--- config.mk ---
export PLATFORM = sky130hd
export DESIGN_NAME = can_diag_responder_with_heartbeat_watch
export DESIGN_NICKNAME = d
export VERILOG_FILES = /design/src/rtl/core/cdr_pkg.sv /design/src/rtl/core/cdr_fifo.sv /design/src/rtl/core/cdr_front.sv /design/src/rtl/core/cdr_back.sv /design/src/rtl/core/can_diag_responder_with_heartbeat_watch.sv
export SDC_FILE = /design/constraint.sdc
export NUM_CORES = 1
export LEC_CHECK = 0
export ABC_AREA = 1
export BUFFER_PORTS_ARGS = -buffer_cell sky130_fd_sc_hd__buf_2
export CAP_MARGIN = 20
export CORE_ASPECT_RATIO = 1.75
export CORE_MARGIN = 8
export CORE_UTILIZATION = 30
export CTS_CLUSTER_DIAMETER = 100
export DETAILED_ROUTE_END_ITERATION = 7
export HOLD_SLACK_MARGIN = 0.06
export PLACE_DENSITY = 0.53
export SKIP_CTS_REPAIR_TIMING = 1
export SYNTH_ARGS = -nofsm -noshare
export SYNTH_HDL_FRONTEND = slang
export SYNTH_SLANG_ARGS = --single-unit
--- constraint.sdc ---
create_clock -name clk -period 9.6 [get_ports clk]
set_clock_uncertainty 0.1 [all_clocks]
set_input_delay 0 -clock clk [delete_from_list [all_inputs] [get_ports clk]]
set_output_delay 0 -clock clk [all_outputs]
set_load 0.1 [all_outputs]
--- src/rtl/core/cdr_pkg.sv ---
`timescale 1ns / 1ps

package cdr_pkg;

    // Input item kinds (tuser)
    localparam logic [1:0] OP_FRAME  = 2'd0;
    localparam logic [1:0] OP_MS     = 2'd1;
    localparam logic [1:0] OP_STATUS = 2'd2;

    // Configuration register indexes
    localparam int unsigned CFG_IDX_W = 4;
    localparam int unsigned CFG_DATA_W = 16;
    localparam logic [CFG_IDX_W-1:0] REG_DIAG_REQ_ID  = 4'd0;
    localparam logic [CFG_IDX_W-1:0] REG_DIAG_RESP_ID = 4'd1;
    localparam logic [CFG_IDX_W-1:0] REG_HEARTBEAT_ID = 4'd2;
    localparam logic [CFG_IDX_W-1:0] REG_STATUS_ID    = 4'd3;
    localparam logic [CFG_IDX_W-1:0] REG_ALERT_ID     = 4'd4;
    localparam logic [CFG_IDX_W-1:0] REG_DID_FIRST    = 4'd5;
    localparam logic [CFG_IDX_W-1:0] REG_DID_SECOND   = 4'd6;
    localparam logic [CFG_IDX_W-1:0] REG_TIMEOUT_MS   = 4'd7;

    // Reset values of the registers
    localparam logic [10:0] RST_DIAG_REQ_ID  = 11'h7C0;
    localparam logic [10:0] RST_DIAG_RESP_ID = 11'h7C8;
    localparam logic [10:0] RST_HEARTBEAT_ID = 11'h081;
    localparam logic [10:0] RST_STATUS_ID    = 11'h180;
    localparam logic [10:0] RST_ALERT_ID     = 11'h001;
    localparam logic [15:0] RST_DID_FIRST    = 16'h0100;
    localparam logic [15:0] RST_DID_SECOND   = 16'h0101;
    localparam logic [15:0] RST_TIMEOUT_MS   = 16'd350;

    // UDS service and response codes
    localparam logic [7:0] SID_READ_DID  = 8'h22;
    localparam logic [7:0] SID_READ_DTC  = 8'h19;
    localparam logic [7:0] SID_CLEAR_DTC = 8'h14;
    localparam logic [7:0] POS_OFFSET    = 8'h40;
    localparam logic [7:0] NEG_RESP      = 8'h7F;
    localparam logic [7:0] NRC_NOT_SUPP  = 8'h10;
    localparam logic [7:0] NRC_RANGE     = 8'h31;
    localparam logic [7:0] DTC_SUB_DEF   = 8'h02;
    localparam logic [7:0] DTC_STATUS    = 8'hFF;

    localparam logic [15:0] FAULT_CODE   = 16'h4003;
    localparam logic [7:0]  PARTNER_CODE = 8'h01;

    localparam logic [3:0]  STATUS_LEN = 4'd3;
    localparam logic [3:0]  ALERT_LEN  = 4'd2;
    localparam logic [15:0] AGE_MAX    = 16'hFFFF;

    localparam int unsigned FIFO_DEPTH = 4;
    localparam int unsigned FIFO_PTR_W = $clog2(FIFO_DEPTH);
    localparam int unsigned FIFO_CNT_W = $clog2(FIFO_DEPTH + 1);

    // One queued job: first frame, plus a flag for a trailing alert frame
    typedef struct packed {
        logic [10:0] id;
        logic [3:0]  len;
        logic [63:0] data;
        logic        alert;
    } cdr_entry_t;

    typedef struct packed {
        logic empty;
        logic full;
    } cdr_qstat_t;

endpackage

--- src/rtl/core/cdr_fifo.sv ---
`timescale 1ns / 1ps

module cdr_fifo (
    input  logic              clk,
    input  logic              rst_n,
    input  logic              push,
    input  cdr_pkg::cdr_entry_t wr_entry,
    input  logic              pop,
    output cdr_pkg::cdr_entry_t rd_entry,
    output cdr_pkg::cdr_qstat_t stat
);
    import cdr_pkg::*;

    cdr_entry_t              mem_reg [FIFO_DEPTH];
    logic [FIFO_PTR_W-1:0]   wr_ptr_reg, wr_ptr_next;
    logic [FIFO_PTR_W-1:0]   rd_ptr_reg, rd_ptr_next;
    logic [FIFO_CNT_W-1:0]   cnt_reg, cnt_next;

    assign stat.empty = (cnt_reg == '0);
    assign stat.full  = (cnt_reg == FIFO_CNT_W'(FIFO_DEPTH));
    assign rd_entry   = mem_reg[rd_ptr_reg];

    always_comb
    begin
        wr_ptr_next = wr_ptr_reg;
        rd_ptr_next = rd_ptr_reg;
        cnt_next    = cnt_reg;
        if (push)
        begin
            wr_ptr_next = wr_ptr_reg + 1'b1;
        end
        if (pop)
        begin
            rd_ptr_next = rd_ptr_reg + 1'b1;
        end
        if (push && !pop)
        begin
            cnt_next = cnt_reg + 1'b1;
        end
        else if (pop && !push)
        begin
            cnt_next = cnt_reg - 1'b1;
        end
    end

    always_ff @(posedge clk or negedge rst_n)
    begin
        if (!rst_n)
        begin
            wr_ptr_reg <= '0;
            rd_ptr_reg <= '0;
            cnt_reg    <= '0;
        end
        else
        begin
            wr_ptr_reg <= wr_ptr_next;
            rd_ptr_reg <= rd_ptr_next;
            cnt_reg    <= cnt_next;
        end
    end

    always_ff @(posedge clk)
    begin
        if (push)
        begin
            mem_reg[wr_ptr_reg] <= wr_entry;
        end
    end

endmodule

--- src/rtl/core/cdr_front.sv ---
`timescale 1ns / 1ps

module cdr_front (
    input  logic                               clk,
    input  logic                               rst_n,
    // configuration
    input  logic                               cfg_valid,
    input  logic [cdr_pkg::CFG_IDX_W-1:0]      cfg_index,
    input  logic [cdr_pkg::CFG_DATA_W-1:0]     cfg_data,
    // accepted item
    input  logic                               in_take,
    input  logic [1:0]                         opcode,
    input  logic [10:0]                        frame_id,
    input  logic [3:0]                         frame_len,
    input  logic [63:0]                        frame_data,
    input  logic [6:0]                         sample_first,
    input  logic [5:0]                         sample_second,
    input  logic                               stale_flag,
    // towards the queue
    output logic                               push,
    output cdr_pkg::cdr_entry_t                entry,
    output logic [10:0]                        alert_id
);
    import cdr_pkg::*;

    logic [10:0] req_id_reg, resp_id_reg, hb_id_reg, status_id_reg, alert_id_reg;
    logic [15:0] did_first_reg, did_second_reg, timeout_reg;

    logic        hb_seen_reg, hb_seen_next;
    logic [15:0] hb_age_reg, hb_age_next;
    logic        fault_reg, fault_next;
    logic [6:0]  st_first_reg, st_first_next;
    logic [5:0]  st_second_reg, st_second_next;

    logic [3:0]  dlc;
    logic [7:0]  b [8];
    logic [3:0]  pci_len;
    logic [15:0] did;
    logic        req_ok;

    assign alert_id = alert_id_reg;

    // register writes; an index beyond the list is dropped
    always_ff @(posedge clk or negedge rst_n)
    begin
        if (!rst_n)
        begin
            req_id_reg     <= RST_DIAG_REQ_ID;
            resp_id_reg    <= RST_DIAG_RESP_ID;
            hb_id_reg      <= RST_HEARTBEAT_ID;
            status_id_reg  <= RST_STATUS_ID;
            alert_id_reg   <= RST_ALERT_ID;
            did_first_reg  <= RST_DID_FIRST;
            did_second_reg <= RST_DID_SECOND;
            timeout_reg    <= RST_TIMEOUT_MS;
        end
        else if (cfg_valid)
        begin
            unique case (cfg_index)
                REG_DIAG_REQ_ID:  req_id_reg     <= cfg_data[10:0];
                REG_DIAG_RESP_ID: resp_id_reg    <= cfg_data[10:0];
                REG_HEARTBEAT_ID: hb_id_reg      <= cfg_data[10:0];
                REG_STATUS_ID:    status_id_reg  <= cfg_data[10:0];
                REG_ALERT_ID:     alert_id_reg   <= cfg_data[10:0];
                REG_DID_FIRST:    did_first_reg  <= cfg_data;
                REG_DID_SECOND:   did_second_reg <= cfg_data;
                REG_TIMEOUT_MS:   timeout_reg    <= cfg_data;
                default:          ;
            endcase
        end
    end

    // request bytes, zero beyond the DLC (clamped at 8)
    always_comb
    begin
        dlc = (frame_len > 4'd8) ? 4'd8 : frame_len;
        for (int i = 0; i < 8; i++)
        begin
            b[i] = (4'(i) < dlc) ? frame_data[8*i +: 8] : 8'h00;
        end
        pci_len = b[0][3:0];
        did     = {b[2], b[3]};
        req_ok  = (dlc != 4'd0) && (b[0][7:4] == 4'h0)
                  && (pci_len != 4'd0) && (pci_len <= 4'd7);
    end

    always_comb
    begin
        hb_seen_next   = hb_seen_reg;
        hb_age_next    = hb_age_reg;
        fault_next     = fault_reg;
        st_first_next  = st_first_reg;
        st_second_next = st_second_reg;
        push           = 1'b0;
        entry.id       = resp_id_reg;
        entry.len      = 4'd0;
        entry.data     = '0;
        entry.alert    = 1'b0;

        if (in_take)
        begin
            unique case (opcode)
                OP_FRAME:
                begin
                    if (frame_id == hb_id_reg)
                    begin
                        hb_seen_next = 1'b1;
                        hb_age_next  = '0;
                    end
                    else if (frame_id == req_id_reg && req_ok)
                    begin
                        push = 1'b1;
                        priority if (b[1] == SID_READ_DID)
                        begin
                            if (pci_len < 4'd3)
                            begin
                                entry.len  = 4'd4;
                                entry.data = {32'h0, NRC_NOT_SUPP, b[1], NEG_RESP, 8'h03};
                            end
                            else if (did == did_first_reg)
                            begin
                                entry.len  = 4'd5;
                                entry.data = {24'h0, 1'b0, st_first_reg, b[3], b[2],
                                              SID_READ_DID | POS_OFFSET, 8'h04};
                            end
                            else if (did == did_second_reg)
                            begin
                                entry.len  = 4'd5;
                                entry.data = {24'h0, 2'b00, st_second_reg, b[3], b[2],
                                              SID_READ_DID | POS_OFFSET, 8'h04};
                            end
                            else
                            begin
                                entry.len  = 4'd4;
                                entry.data = {32'h0, NRC_RANGE, b[1], NEG_RESP, 8'h03};
                            end
                        end
                        else if (b[1] == SID_READ_DTC)
                        begin
                            if (fault_reg)
                            begin
                                entry.len  = 4'd6;
                                entry.data = {16'h0, DTC_STATUS, FAULT_CODE[7:0],
                                              FAULT_CODE[15:8],
                                              (pci_len >= 4'd2) ? b[2] : DTC_SUB_DEF,
                                              SID_READ_DTC | POS_OFFSET, 8'h05};
                            end
                            else
                            begin
                                entry.len  = 4'd3;
                                entry.data = {40'h0,
                                              (pci_len >= 4'd2) ? b[2] : DTC_SUB_DEF,
                                              SID_READ_DTC | POS_OFFSET, 8'h02};
                            end
                        end
                        else if (b[1] == SID_CLEAR_DTC)
                        begin
                            fault_next = 1'b0;
                            entry.len  = 4'd2;
                            entry.data = {48'h0, SID_CLEAR_DTC | POS_OFFSET, 8'h01};
                        end
                        else
                        begin
                            entry.len  = 4'd4;
                            entry.data = {32'h0, NRC_NOT_SUPP, b[1], NEG_RESP, 8'h03};
                        end
                    end
                end
                OP_MS:
                begin
                    if (hb_seen_reg && hb_age_reg != AGE_MAX)
                    begin
                        hb_age_next = hb_age_reg + 16'd1;
                    end
                end
                OP_STATUS:
                begin
                    push           = 1'b1;
                    st_first_next  = sample_first;
                    st_second_next = sample_second;
                    entry.id       = status_id_reg;
                    entry.len      = STATUS_LEN;
                    entry.data     = {47'h0, stale_flag, 2'b00, sample_second,
                                      1'b0, sample_first};
                    if (hb_seen_reg)
                    begin
                        if (hb_age_reg > timeout_reg && !fault_reg)
                        begin
                            fault_next  = 1'b1;
                            entry.alert = 1'b1;
                        end
                        else if (hb_age_reg <= timeout_reg && fault_reg)
                        begin
                            fault_next = 1'b0;
                        end
                    end
                end
                default: ;
            endcase
        end
    end

    always_ff @(posedge clk or negedge rst_n)
    begin
        if (!rst_n)
        begin
            hb_seen_reg   <= 1'b0;
            hb_age_reg    <= '0;
            fault_reg     <= 1'b0;
            st_first_reg  <= '0;
            st_second_reg <= '0;
        end
        else
        begin
            hb_seen_reg   <= hb_seen_next;
            hb_age_reg    <= hb_age_next;
            fault_reg     <= fault_next;
            st_first_reg  <= st_first_next;
            st_second_reg <= st_second_next;
        end
    end

endmodule

--- src/rtl/core/cdr_back.sv ---
`timescale 1ns / 1ps

module cdr_back (
    input  logic                clk,
    input  logic                rst_n,
    input  cdr_pkg::cdr_entry_t head,
    input  cdr_pkg::cdr_qstat_t qstat,
    input  logic [10:0]         alert_id,
    output logic                pop,
    output logic                m_tvalid,
    input  logic                m_tready,
    output logic [79:0]         m_tdata,
    output logic                m_tlast
);
    import cdr_pkg::*;

    logic        valid_reg, valid_next;
    logic        pend_reg, pend_next;
    logic [10:0] id_reg, id_next;
    logic [3:0]  len_reg, len_next;
    logic [63:0] data_reg, data_next;
    logic        last_reg, last_next;
    logic        load;

    assign load     = !valid_reg || m_tready;
    assign m_tvalid = valid_reg;
    assign m_tdata  = {1'b0, data_reg, len_reg, id_reg};
    assign m_tlast  = last_reg;

    always_comb
    begin
        valid_next = valid_reg;
        pend_next  = pend_reg;
        id_next    = id_reg;
        len_next   = len_reg;
        data_next  = data_reg;
        last_next  = last_reg;
        pop        = 1'b0;
        priority if (load && pend_reg)
        begin
            // trailing alert of a status tick
            valid_next = 1'b1;
            pend_next  = 1'b0;
            id_next    = alert_id;
            len_next   = ALERT_LEN;
            data_next  = {48'h0, FAULT_CODE[7:0], PARTNER_CODE};
            last_next  = 1'b1;
        end
        else if (load && !qstat.empty)
        begin
            pop        = 1'b1;
            valid_next = 1'b1;
            pend_next  = head.alert;
            id_next    = head.id;
            len_next   = head.len;
            data_next  = head.data;
            last_next  = !head.alert;
        end
        else if (load)
        begin
            valid_next = 1'b0;
        end
    end

    always_ff @(posedge clk or negedge rst_n)
    begin
        if (!rst_n)
        begin
            valid_reg <= 1'b0;
            pend_reg  <= 1'b0;
        end
        else
        begin
            valid_reg <= valid_next;
            pend_reg  <= pend_next;
        end
    end

    always_ff @(posedge clk)
    begin
        id_reg   <= id_next;
        len_reg  <= len_next;
        data_reg <= data_next;
        last_reg <= last_next;
    end

endmodule

--- src/rtl/core/can_diag_responder_with_heartbeat_watch.sv ---
`timescale 1ns / 1ps

// Single-frame UDS diagnostic server with a partner heartbeat watchdog.
// Input requests carry one event each: a received CAN frame, a 1 ms tick or a
// status tick with a telemetry sample (kind in s_tuser). The front end takes
// one request per clock whenever its 4-entry job queue has room, updates the
// heartbeat age, fault flag and stored samples at once, and queues the frame
// to send. The back end drains the queue through an output register at one
// frame per clock while m_tready is high; a status tick that raises the fault
// gives two frames (status, then alert) on consecutive beats, tlast on the
// alert. The first frame of a request passes through the job queue and then
// the output register before m_tvalid rises. Millisecond ticks, heartbeats
// and ignored frames give no output. Config writes are always
// accepted (cfg_ready is tied high); indexes above 7 are dropped. Write them
// only while the block is idle.

module can_diag_responder_with_heartbeat_watch (
    input  logic                           clk,
    input  logic                           rst_n,
    // config write channel
    input  logic                           cfg_valid,
    output logic                           cfg_ready,
    input  logic [cdr_pkg::CFG_IDX_W-1:0]  cfg_index,
    input  logic [cdr_pkg::CFG_DATA_W-1:0] cfg_data,
    // input events
    input  logic                           s_tvalid,
    output logic                           s_tready,
    // [10:0] frame_id, [14:11] frame_len, [78:15] frame_data,
    // [85:79] sample_first, [91:86] sample_second, [92] stale_flag
    input  logic [95:0]                    s_tdata,
    // [1:0] opcode
    input  logic [1:0]                     s_tuser,
    // frames to transmit
    output logic                           m_tvalid,
    input  logic                           m_tready,
    // [10:0] tx_id, [14:11] tx_len, [78:15] tx_data
    output logic [79:0]                    m_tdata,
    output logic                           m_tlast
);
    import cdr_pkg::*;

    logic       in_take;
    logic       push;
    logic       pop;
    cdr_entry_t wr_entry;
    cdr_entry_t head;
    cdr_qstat_t qstat;
    logic [10:0] alert_id;

    assign cfg_ready = 1'b1;
    assign s_tready  = !qstat.full;
    assign in_take   = s_tvalid && s_tready;

    cdr_front u_front (
        .clk           (clk),
        .rst_n         (rst_n),
        .cfg_valid     (cfg_valid),
        .cfg_index     (cfg_index),
        .cfg_data      (cfg_data),
        .in_take       (in_take),
        .opcode        (s_tuser),
        .frame_id      (s_tdata[10:0]),
        .frame_len     (s_tdata[14:11]),
        .frame_data    (s_tdata[78:15]),
        .sample_first  (s_tdata[85:79]),
        .sample_second (s_tdata[91:86]),
        .stale_flag    (s_tdata[92]),
        .push          (push),
        .entry         (wr_entry),
        .alert_id      (alert_id)
    );

    cdr_fifo u_fifo (
        .clk      (clk),
        .rst_n    (rst_n),
        .push     (push),
        .wr_entry (wr_entry),
        .pop      (pop),
        .rd_entry (head),
        .stat     (qstat)
    );

    cdr_back u_back (
        .clk      (clk),
        .rst_n    (rst_n),
        .head     (head),
        .qstat    (qstat),
        .alert_id (alert_id),
        .pop      (pop),
        .m_tvalid (m_tvalid),
        .m_tready (m_tready),
        .m_tdata  (m_tdata),
        .m_tlast  (m_tlast)
    );

endmodule

==> results by group <==
Detailed routing
  • DRC errors left: 0
  • Via-per-instance ratio: 4.714
  • Post-route ant nets: 0
  • Avg WL per Cell: 18.30 µm
  • Initial DRC count: 760
  • Final WL: 51.15 mm
  • DR pass1 iterations: 6
  • Vias: 13180

Worst setup path
  • CP startpoint kind: flip-flop
  • Cells on worst reg2reg path: 9
  • Max incr delay on CP: 660 ps
  • WS Path Type: reg2reg
  • CP arrival: 4080 ps
  • Worst Path Max Fanout: 46
  • Endpoint class of the critical path: flip-flop
  • Reg2Reg Setup Slack: 5590 ps
  • Req. time, crit path: 9670 ps
  • Crit-path slowest cell: buf_4
  • CP cell instances: inv_1 -> nand3_1 -> nand2_1 -> nor2_1 -> nand3_2 -> nand2_1 -> inv_1 -> nor2_4 -> buf_4

Power and ir drop
  • Power share of the sequential group: 0.380
  • Clock Power Share: 0.255
  • Power Dens Cells: 289.9 mW/mm²
  • Logic gate share of total power: 0.365
  • P_leak: 8.878 nW
  • Power Total: 6.201 mW
  • Sw power: 2.619 mW
  • Power Internal: 3.582 mW
  • Switch share: 0.4223
  • Peak VDD IR: 0.2285 mV

Placed design
  • Dpl ws: 5554 ps
  • Port Buffer Count: 149
  • Routability-driven placement congestion ratio: 0.8490
  • Inst Count DP: 2659
  • HPWL Detailed: 35.41 mm

Synth
  • Synthesis-stage register bit count: 408
  • Largest family of logic cells by synthesized area: simple AND/OR/NAND/NOR gates
  • Post-Synth XOR/XNOR Area: 0.01313
  • Multiplexer area fraction after synthesis: 0
  • Sequential share of the synthesized area: 0.6191
  • Syn_area_per_cell: 10.01 µm²
  • Mapped Cells: 1798
  • Synth cell types: 46
  • Synth Area in Adders: 0.01640
  • Post-synthesis cell area: 0.01801 mm²
  • Post-Synth Simple-Gate Area: 0.1637
  • Compound-Gate Fraction of Synth Area: 0.1263
  • Warnings, synthesis: 0

Timing
  • Fin crit period: 4007 ps
  • Fin crit share: 0.4174
  • Hold slack: 12.44 ps
  • Setup TNS: 0 ps
  • Fin. Hold Viols: 0
  • Slew @ Worst Pin: 1069 ps
  • Worst slew margin: 0.2876
  • Setup-failing EPs final: 0
  • RSZ-0062 raised after global routing: false
  • Highest Clock Rate: 249.5 MHz
  • Max Slew Vio Count: 0
  • Fin worst setup slack: 5593 ps

Global routing
  • Initial antenna violation count: 0
  • First-pass GRT wire length: 76.88 mm
  • Grt ovf: 0
  • Total GRT Usage: 0.1448
  • Largest net degree at the start of global routing: 95
  • Vias in the first global route: 13040

Die
  • Num ports: 207
  • Die area: 0.06842 mm²
  • Die Y: 340.1 µm
  • Core area: 0.05971 mm²
  • Die width: 201.2 µm
  • Cell Rows: 119
  • Initial core utilization: 0.3016

Min path
  • Cell depth of the worst hold path: 5
  • Class of the worst hold path: in2reg

Finish
  • # nets final: 2123
  • Layout cells sized above 1: 0.1558
  • Final non-filler cell total: 2795
  • Commonest non-fill, non-tap cell in the layout: nand2_1
  • N_diodes: 0
  • Max reg flops: 212
  • Most frequent cells in the layout: nand2_1, o21ai_0, edfxtp_1, nor2_1, buf_2
  • Area growth, synth to finish: 18.81%

Clock tree
  • CTS Sinks: 408
  • Clock Tree Root: clkbuf_16
  • TritonCTS clock tree: built
  • CTS clk-pin slew, worst paths: 70 ps
  • Maximum root-to-sink buffer count: 3
  • Worst-skew pair later-pin latency: 550 ps
  • Number of H-tree levels: 2
  • CTS Buf Count: 40

Status
  • Outcome: completed

Flow run
  • Max-cap viol count: 0
-- power by group through the flow --
stage	logic [mW]	registers, mW	clock network, mW
floorplan	1.05	3.07	0
global placement	2.24	2.39	0
detailed placement	2.28	2.39	0
CTS	2.28	2.36	1.63
global route	2.44	2.39	1.69
finish	2.26	2.36	1.58
-- final timing paths --
| kind | from | endpoint |
|---|---|---|
| worst max-delay path | u_fifo.cnt_reg[0]$_DFFE_PN0P_ | u_fifo.mem_reg[2][23]$_DFFE_PP_ |
| worst min-delay path | s_tdata[29] | u_fifo.mem_reg[3][23]$_DFFE_PP_ |
| worst max register to register | u_fifo.cnt_reg[0]$_DFFE_PN0P_ | u_fifo.mem_reg[2][23]$_DFFE_PP_ |
| worst min register to register | u_back.m_tlast$_SDFFE_PP1P_ | u_back.m_tlast$_SDFFE_PP1P_ |
| max in group asynchronous | rst_n | u_fifo.rd_ptr_reg[0]$_DFFE_PN0P_ |
| min in group asynchronous | rst_n | u_front.timeout_reg[14]$_DFFE_PN0P_ |
-- layer usage --
layer  GRT usage  part of all wire  vias to the layer above
met5           0                 0                        -
met4     0.05875             0.038                        0
met3     0.02361             0.040                      101
met2      0.2722              0.53                      350
met1      0.1592              0.39                     6321
li1            -                 -                     6405
-- through the flow --
| step | area, µm² | utilization |
|---|---|---|
| after floorplan | 18080 | - |
| after global placement | 19410 | 0.3252 |
| final | 21390 | 0.3583 |
| after global routing | 21390 | 0.3583 |
| after detailed placement | 19410 | 0.3252 |
| after CTS | 20740 | 0.3473 |
-- area by class of cell --
type	count	area (µm²)
sequential	408	11150
multi-input combinational	1154	5882
timing repair buffer	222	1490
inverter	151	566.8
tap	786	983.4
clock inverter	27	234.0
fill	5921	38310
clock buffer	47	1089
-- Yosys cell counts (all sizes together) --
master     n  area [µm²]
xnor2      8       70.07
clkbuf    69       259.0
nor4       1       6.260
inv      151       566.8
dfrtp    118        2953
o31ai      4       30.03
dfxtp     42       840.8
nand4     17       106.4
a21oi     34       170.2
o21a       1       7.510
a211oi     1       7.510
conb       2       7.510
nand3     44       252.8
o22ai     48       300.3
ha        22       275.3
a22o      37       324.1
dfstp     25       656.9
xor2      19       166.4
fa         1       20.02
a31oi     15       93.84
a21boi     1       7.510
o22a       4       35.03
o21ai    248        1260
o211ai     4       30.03
nand2    358        1430
nand3b    12       90.09
nor2     231       922.1
or2        1       6.260
o2111ai    1       8.760
nor3      19       126.4
buf       36       271.5
edfxtp   223        6696
nor3b      1       7.510
-- critical path: cells and delay by family (launching register included) --
kind          cells  cell delay [ps]
buf+inv           3              960
flops             1              420
simple gates      6             2070
-- cells by family after synthesis --
| logic type | after synthesis |
|---|---|
| AO/OA/AOI/OAI | 398 |
| XOR/XNOR | 27 |
| adder cells (fa/ha/maj) | 23 |
| buffers and inverters | 256 |
| flip-flops | 408 |
| other | 2 |
| AND/OR/NAND/NOR | 684 |
Note: power is estimated with default switching activity, not from simulation.
